--- src/rtl/core/abl_ram.sv ---
`default_nettype none

module abl_ram #(
    parameter int WIDTH = 8,
    parameter int DEPTH = 256,
    localparam int ADDR_W = $clog2(DEPTH)
) (
    input  wire logic              clk,
    input  wire logic              we,
    input  wire logic [ADDR_W-1:0] waddr,
    input  wire logic [WIDTH-1:0]  wdata,
    input  wire logic              re,
    input  wire logic [ADDR_W-1:0] raddr,
    output logic [WIDTH-1:0]       rdata
);

    logic [WIDTH-1:0] mem_reg [DEPTH];
    logic [WIDTH-1:0] rdata_reg;

    always_ff @(posedge clk)
    begin
        if (we)
        begin
            mem_reg[waddr] <= wdata;
        end
        if (re)
        begin
            rdata_reg <= mem_reg[raddr];
        end
    end

    assign rdata = rdata_reg;

endmodule

`default_nettype wire

--- config.mk ---
export PLATFORM = sky130hd
export DESIGN_NAME = abl_ram
export DESIGN_NICKNAME = d
export VERILOG_FILES = /design/src/rtl/core/abl_ram.sv
export SDC_FILE = /design/constraint.sdc
export NUM_CORES = 2
export LEC_CHECK = 0
export BUFFER_PORTS_ARGS = -buffer_cell sky130_fd_sc_hd__buf_2
export CAP_MARGIN = 20
export CORE_ASPECT_RATIO = 2
export CORE_MARGIN = 8
export CORE_UTILIZATION = 40
export CTS_CLUSTER_SIZE = 20
export DETAILED_ROUTE_END_ITERATION = 6
export PLACE_DENSITY = 0.59
export SETUP_SLACK_MARGIN = 0.15
export SYNTH_ARGS = -nofsm -noshare
export SYNTH_HDL_FRONTEND = slang
export SYNTH_SLANG_ARGS = --single-unit
--- constraint.sdc ---
create_clock -name clk -period 6.22 [get_ports clk]
set_clock_uncertainty 0.1 [all_clocks]
set_input_delay 0.622 -clock clk [delete_from_list [all_inputs] [get_ports clk]]
set_output_delay 0.622 -clock clk [all_outputs]
set_load 0.05 [all_outputs]
==> results <==
- The run finished with clean final reports.
- Once layout is done, the placed cells without fillers occupy just under 90000 sq um.
- The number of antenna violations at the first check in global routing came to 15.
- Walking the worst path, the cells encountered are buf_8, buf_12, buf_4, buf_4, mux4_2, o22a_1, o21ai_0, a2111oi_1, buf_4, nor3_1, nor4_2.
- The tree is rooted in a sky130_fd_sc_hd__clkbuf_16.
- By area, the combinational part of the netlist is dominated by multiplexers.
- The arrival time at the worst endpoint is 4.04 ns.
- The count of final hold-check violations came to 0.
- The number of slew-limit violations in the final report is 0.
- The tree built by TritonCTS fans out to about 2100 sinks.
- TritonCTS built the clock tree.
- The via count of the first global-routing pass is 40080.
- Counting tap cells, the placed design contains a total of 6211 instances.
- The number of buffers inserted during clock tree synthesis is 173.
- The total power per unit cell area is 314 nW/um^2.
- Of the cells placed in the final design, the portion with a size suffix greater than 1 is ~22%.
- The hold buffer count at cts is 0.
- The placeable core region is ~200000 sq um.
- Summing the areas of all xor and xnor instances in the mapped netlist gives 0% of the synthesized area.
- The worst-case vdd ir drop is 0.000277 V.
- The starting utilization of the core area is 40.2%.
- The required arrival time at the worst endpoint is 6.63 ns.
- The library cell contributing the largest single delay on the critical path is sky130_fd_sc_hd__nor3_1.
- Setup repair after global routing left no endpoint under its margin.
- The post-route DRC violation count is 0.
- Headroom to the max-slew limit came out at 15.7%.
- In the layout the commonest cells are sky130_fd_sc_hd__edfxtp_1, sky130_fd_sc_hd__mux4_2, sky130_fd_sc_hd__nor2_1.
- Summing the areas of all compound-gate instances in the mapped netlist gives under 10% of the synthesized area.
- The worst setup path is launched from a primary input.
- The number of instances in the synthesized netlist is around 3700.
- The per-cell routed wire length is 32.6 um.
- The post-synth net total is 3760.
- The synthesis warning total is 0.
- The detailed-routing iteration count for the pre-antenna-repair pass is 7.
- Of the total synthesized cell area, the portion taken by AND, OR, NAND and NOR gates is 2.63%.
- At the end of routability-driven placement, the weighted congestion stood at between 0.8 and 0.9.
- The mux cell area share after synthesis is 14.6%.
- The I/O pin total is 35.
- The synthesized design contains 2056 enable-type register cells.
- Relative to the synthesized area, the layout overhead comes to 11.2%.
- After detailed routing, the total wire length is 213000 um.
- Of the available clock period, the critical path in the final layout requires 58.4%.
- Counting I/O delays and the setup requirement, the final critical path takes 3.63 ns.
- The number of buffers inserted by port buffering is 34.
- Entering global routing, the biggest net connects 189 pins.
- In this run the worst path has a maximum fanout of 39.
- Summed over all failing endpoints, the final setup total negative slack is 0 ns.
- The die height is 647 um.
- The flip-flop count of the largest register after layout is 2048.
- The clock transition at the registers of the reported paths is about 0.070 ns.
- In the synthesized netlist the async set-or-reset flop fraction comes to 0%.
- The instance area at placement is 82900 sq um.
- The total of endpoints with negative setup slack in the final report is 0.
- In this run the core area contains 231 standard-cell rows.
- The remaining global-route overflow is 0.
- The worst setup slack after placement is 1.69 ns.
- Setup slack closes at between 2 and 3 ns.
- After synthesis the netlist holds a flip-flop and latch count of 2056.
- The buffer levels on the longest clock path is 4.
- The standby leakage power is 0.0268 uW.
- The worst setup path is of the in2reg kind.
- Across the run, the number of max-cap violations was 0.
- The leading register cell type out of synthesis is sky130_fd_sc_hd__edfxtp_1.
- The routed via count divided by cell count is 5.82.
- Once the clock tree was built, the resizer swapped 0 gates to a different size.
- The wire length of the first global-routing pass is 299000 um.
- Based on the critical path, the design can be clocked at up to 275 MHz.
- Once the clock tree was built, the setup fixing pass inserted 0 buffers.
- The die is 332 um wide.
- Of the total synthesized cell area, the portion taken by full adders, half adders and majority gates is 0%.
- The total number of H-tree levels is 4.
- The largest stage delay on the critical path is just under 0.8 ns.
- The slew at the pin closest to its max-slew limit is 1.26 ns.
- For this block, the initial DRC count from the detailed router was 3383.
- For the worst-skew pair, the clock arrives at the later sink with an insertion delay of 0.82 ns.
- The proportion of synthesized chip area in sequential cells is 77.5%.
- Global routing used 19.3% of the available tracks across all layers.
- The routed layout has 37961 vias.
- The count of different cell masters after synthesis is 54.
- The most numerous cell type found on the critical path is sky130_fd_sc_hd__buf_4.
- Summed over all nets, the half-perimeter wirelength after detailed placement is 138000 um.
- The library cell used most frequently in the layout, excluding fill and tap cells, is sky130_fd_sc_hd__edfxtp_1.
- STA classifies the critical path endpoint as a flip-flop.
- The die covers 214000 sq um.
- Once detail routing completed, the nets flagged for antenna violations numbered 0.
- The net count of the finished layout is ~3900.
- The total standard cell area after synthesis is 79600 sq um.
- A synthesized cell averages 21.3 sq um.
- Excluding fillers, the count of instances in the completed layout stands at 6526.
- The worst hold-check path type is in2reg.
critical path, delay by kind of cell:
family / cells / cell delay, ns
simple gates: 2 / 0.88
buf+inv: 5 / 1.49
compound gates: 3 / 0.47
mux: 1 / 0.52
report_power, final:
part | internal (uW) | switching, uW | total, uW
Combinational | 467 | 965 | 1430
Clock | 6110 | 4950 | 11100
Sequential | 15300 | 21.8 | 15300
Total | 21900 | 5940 | 27800
metal layers:
layer  track usage [%]  up-vias  share of wire (%)
met4              9.97        4                5.9
met3              2.41      419                4.9
met1              20.0    20453                 33
li1                  -    15840                  -
met5                 0        -              0.010
met2              37.8     1245                 56
synth_stat cells (10+ instances only):
| cell | n | share of area [%] |
|---|---|---|
| sky130_fd_sc_hd__mux2i_1 | 134 | 1.7 |
| sky130_fd_sc_hd__clkbuf_1 | 111 | 0.52 |
| sky130_fd_sc_hd__nor2b_1 | 31 | 0.24 |
| sky130_fd_sc_hd__nand3_1 | 34 | 0.21 |
| sky130_fd_sc_hd__nor4_1 | 24 | 0.19 |
| sky130_fd_sc_hd__o221ai_1 | 46 | 0.51 |
| sky130_fd_sc_hd__buf_8 | 13 | 0.25 |
| sky130_fd_sc_hd__a211oi_1 | 16 | 0.15 |
| sky130_fd_sc_hd__nor3_1 | 22 | 0.14 |
| sky130_fd_sc_hd__nor2_1 | 282 | 1.3 |
| sky130_fd_sc_hd__nand4_1 | 10 | 0.079 |
| sky130_fd_sc_hd__a221oi_1 | 13 | 0.14 |
| sky130_fd_sc_hd__buf_2 | 31 | 0.19 |
| sky130_fd_sc_hd__buf_6 | 21 | 0.30 |
| sky130_fd_sc_hd__nand2_1 | 33 | 0.16 |
| sky130_fd_sc_hd__a21oi_1 | 96 | 0.60 |
| sky130_fd_sc_hd__o21ai_0 | 10 | 0.063 |
| sky130_fd_sc_hd__a22oi_1 | 133 | 1.3 |
| sky130_fd_sc_hd__mux4_2 | 454 | 13 |
| sky130_fd_sc_hd__o22ai_1 | 28 | 0.22 |
| sky130_fd_sc_hd__buf_4 | 27 | 0.25 |
| sky130_fd_sc_hd__o211ai_1 | 10 | 0.094 |
| sky130_fd_sc_hd__buf_1 | 22 | 0.10 |
| sky130_fd_sc_hd__edfxtp_1 | 2056 | 78 |
logic make-up after synthesis:
logic type	count (synthesis)
buffers and inverters	235
flip-flops	2056
AND/OR/NAND/NOR	466
AO/OA/AOI/OAI	385
multiplexers	591
per-stage QoR:
| stage | total power, uW | hold slack (ns) | utilization (%) |
|---|---|---|---|
| 2_1_floorplan | 16300 | 0.621 | - |
| 4_1_cts | 28000 | 0.165 | 44.7 |
| 5_1_grt | 28400 | 0.185 | 44.7 |
| 3_3_place_gp | 17000 | 1.02 | 41.8 |
| 3_5_place_dp | 17100 | 1.04 | 41.9 |
| 6_report | 27800 | 0.176 | 44.7 |
cell type report:
type,instances,area (sq um)
Sequential cell,2056,61700
Fill cell,16554,109000
Antenna cell,9,22.5
Multi-Input combinational cell,1442,16600
Inverter,2,7.51
Clock inverter,98,1030
Clock buffer,207,4580
Timing Repair Buffer,149,1370
Tap cell,2563,3210
final timing paths:
path                                 startpoint        endpoint  slack (ns)  cells after the start
worst max-delay path                   raddr[0]        rdata[0]        2.59                     11
worst min-delay path                   wdata[6]  mem_reg[48][6]        0.18                      1
worst max register to register  mem_reg[139][1]        rdata[1]        3.16                      6
worst min register to register    mem_reg[2][5]        rdata[5]        1.06                      5
No activity file was read; power rests on OpenSTA's default activity.
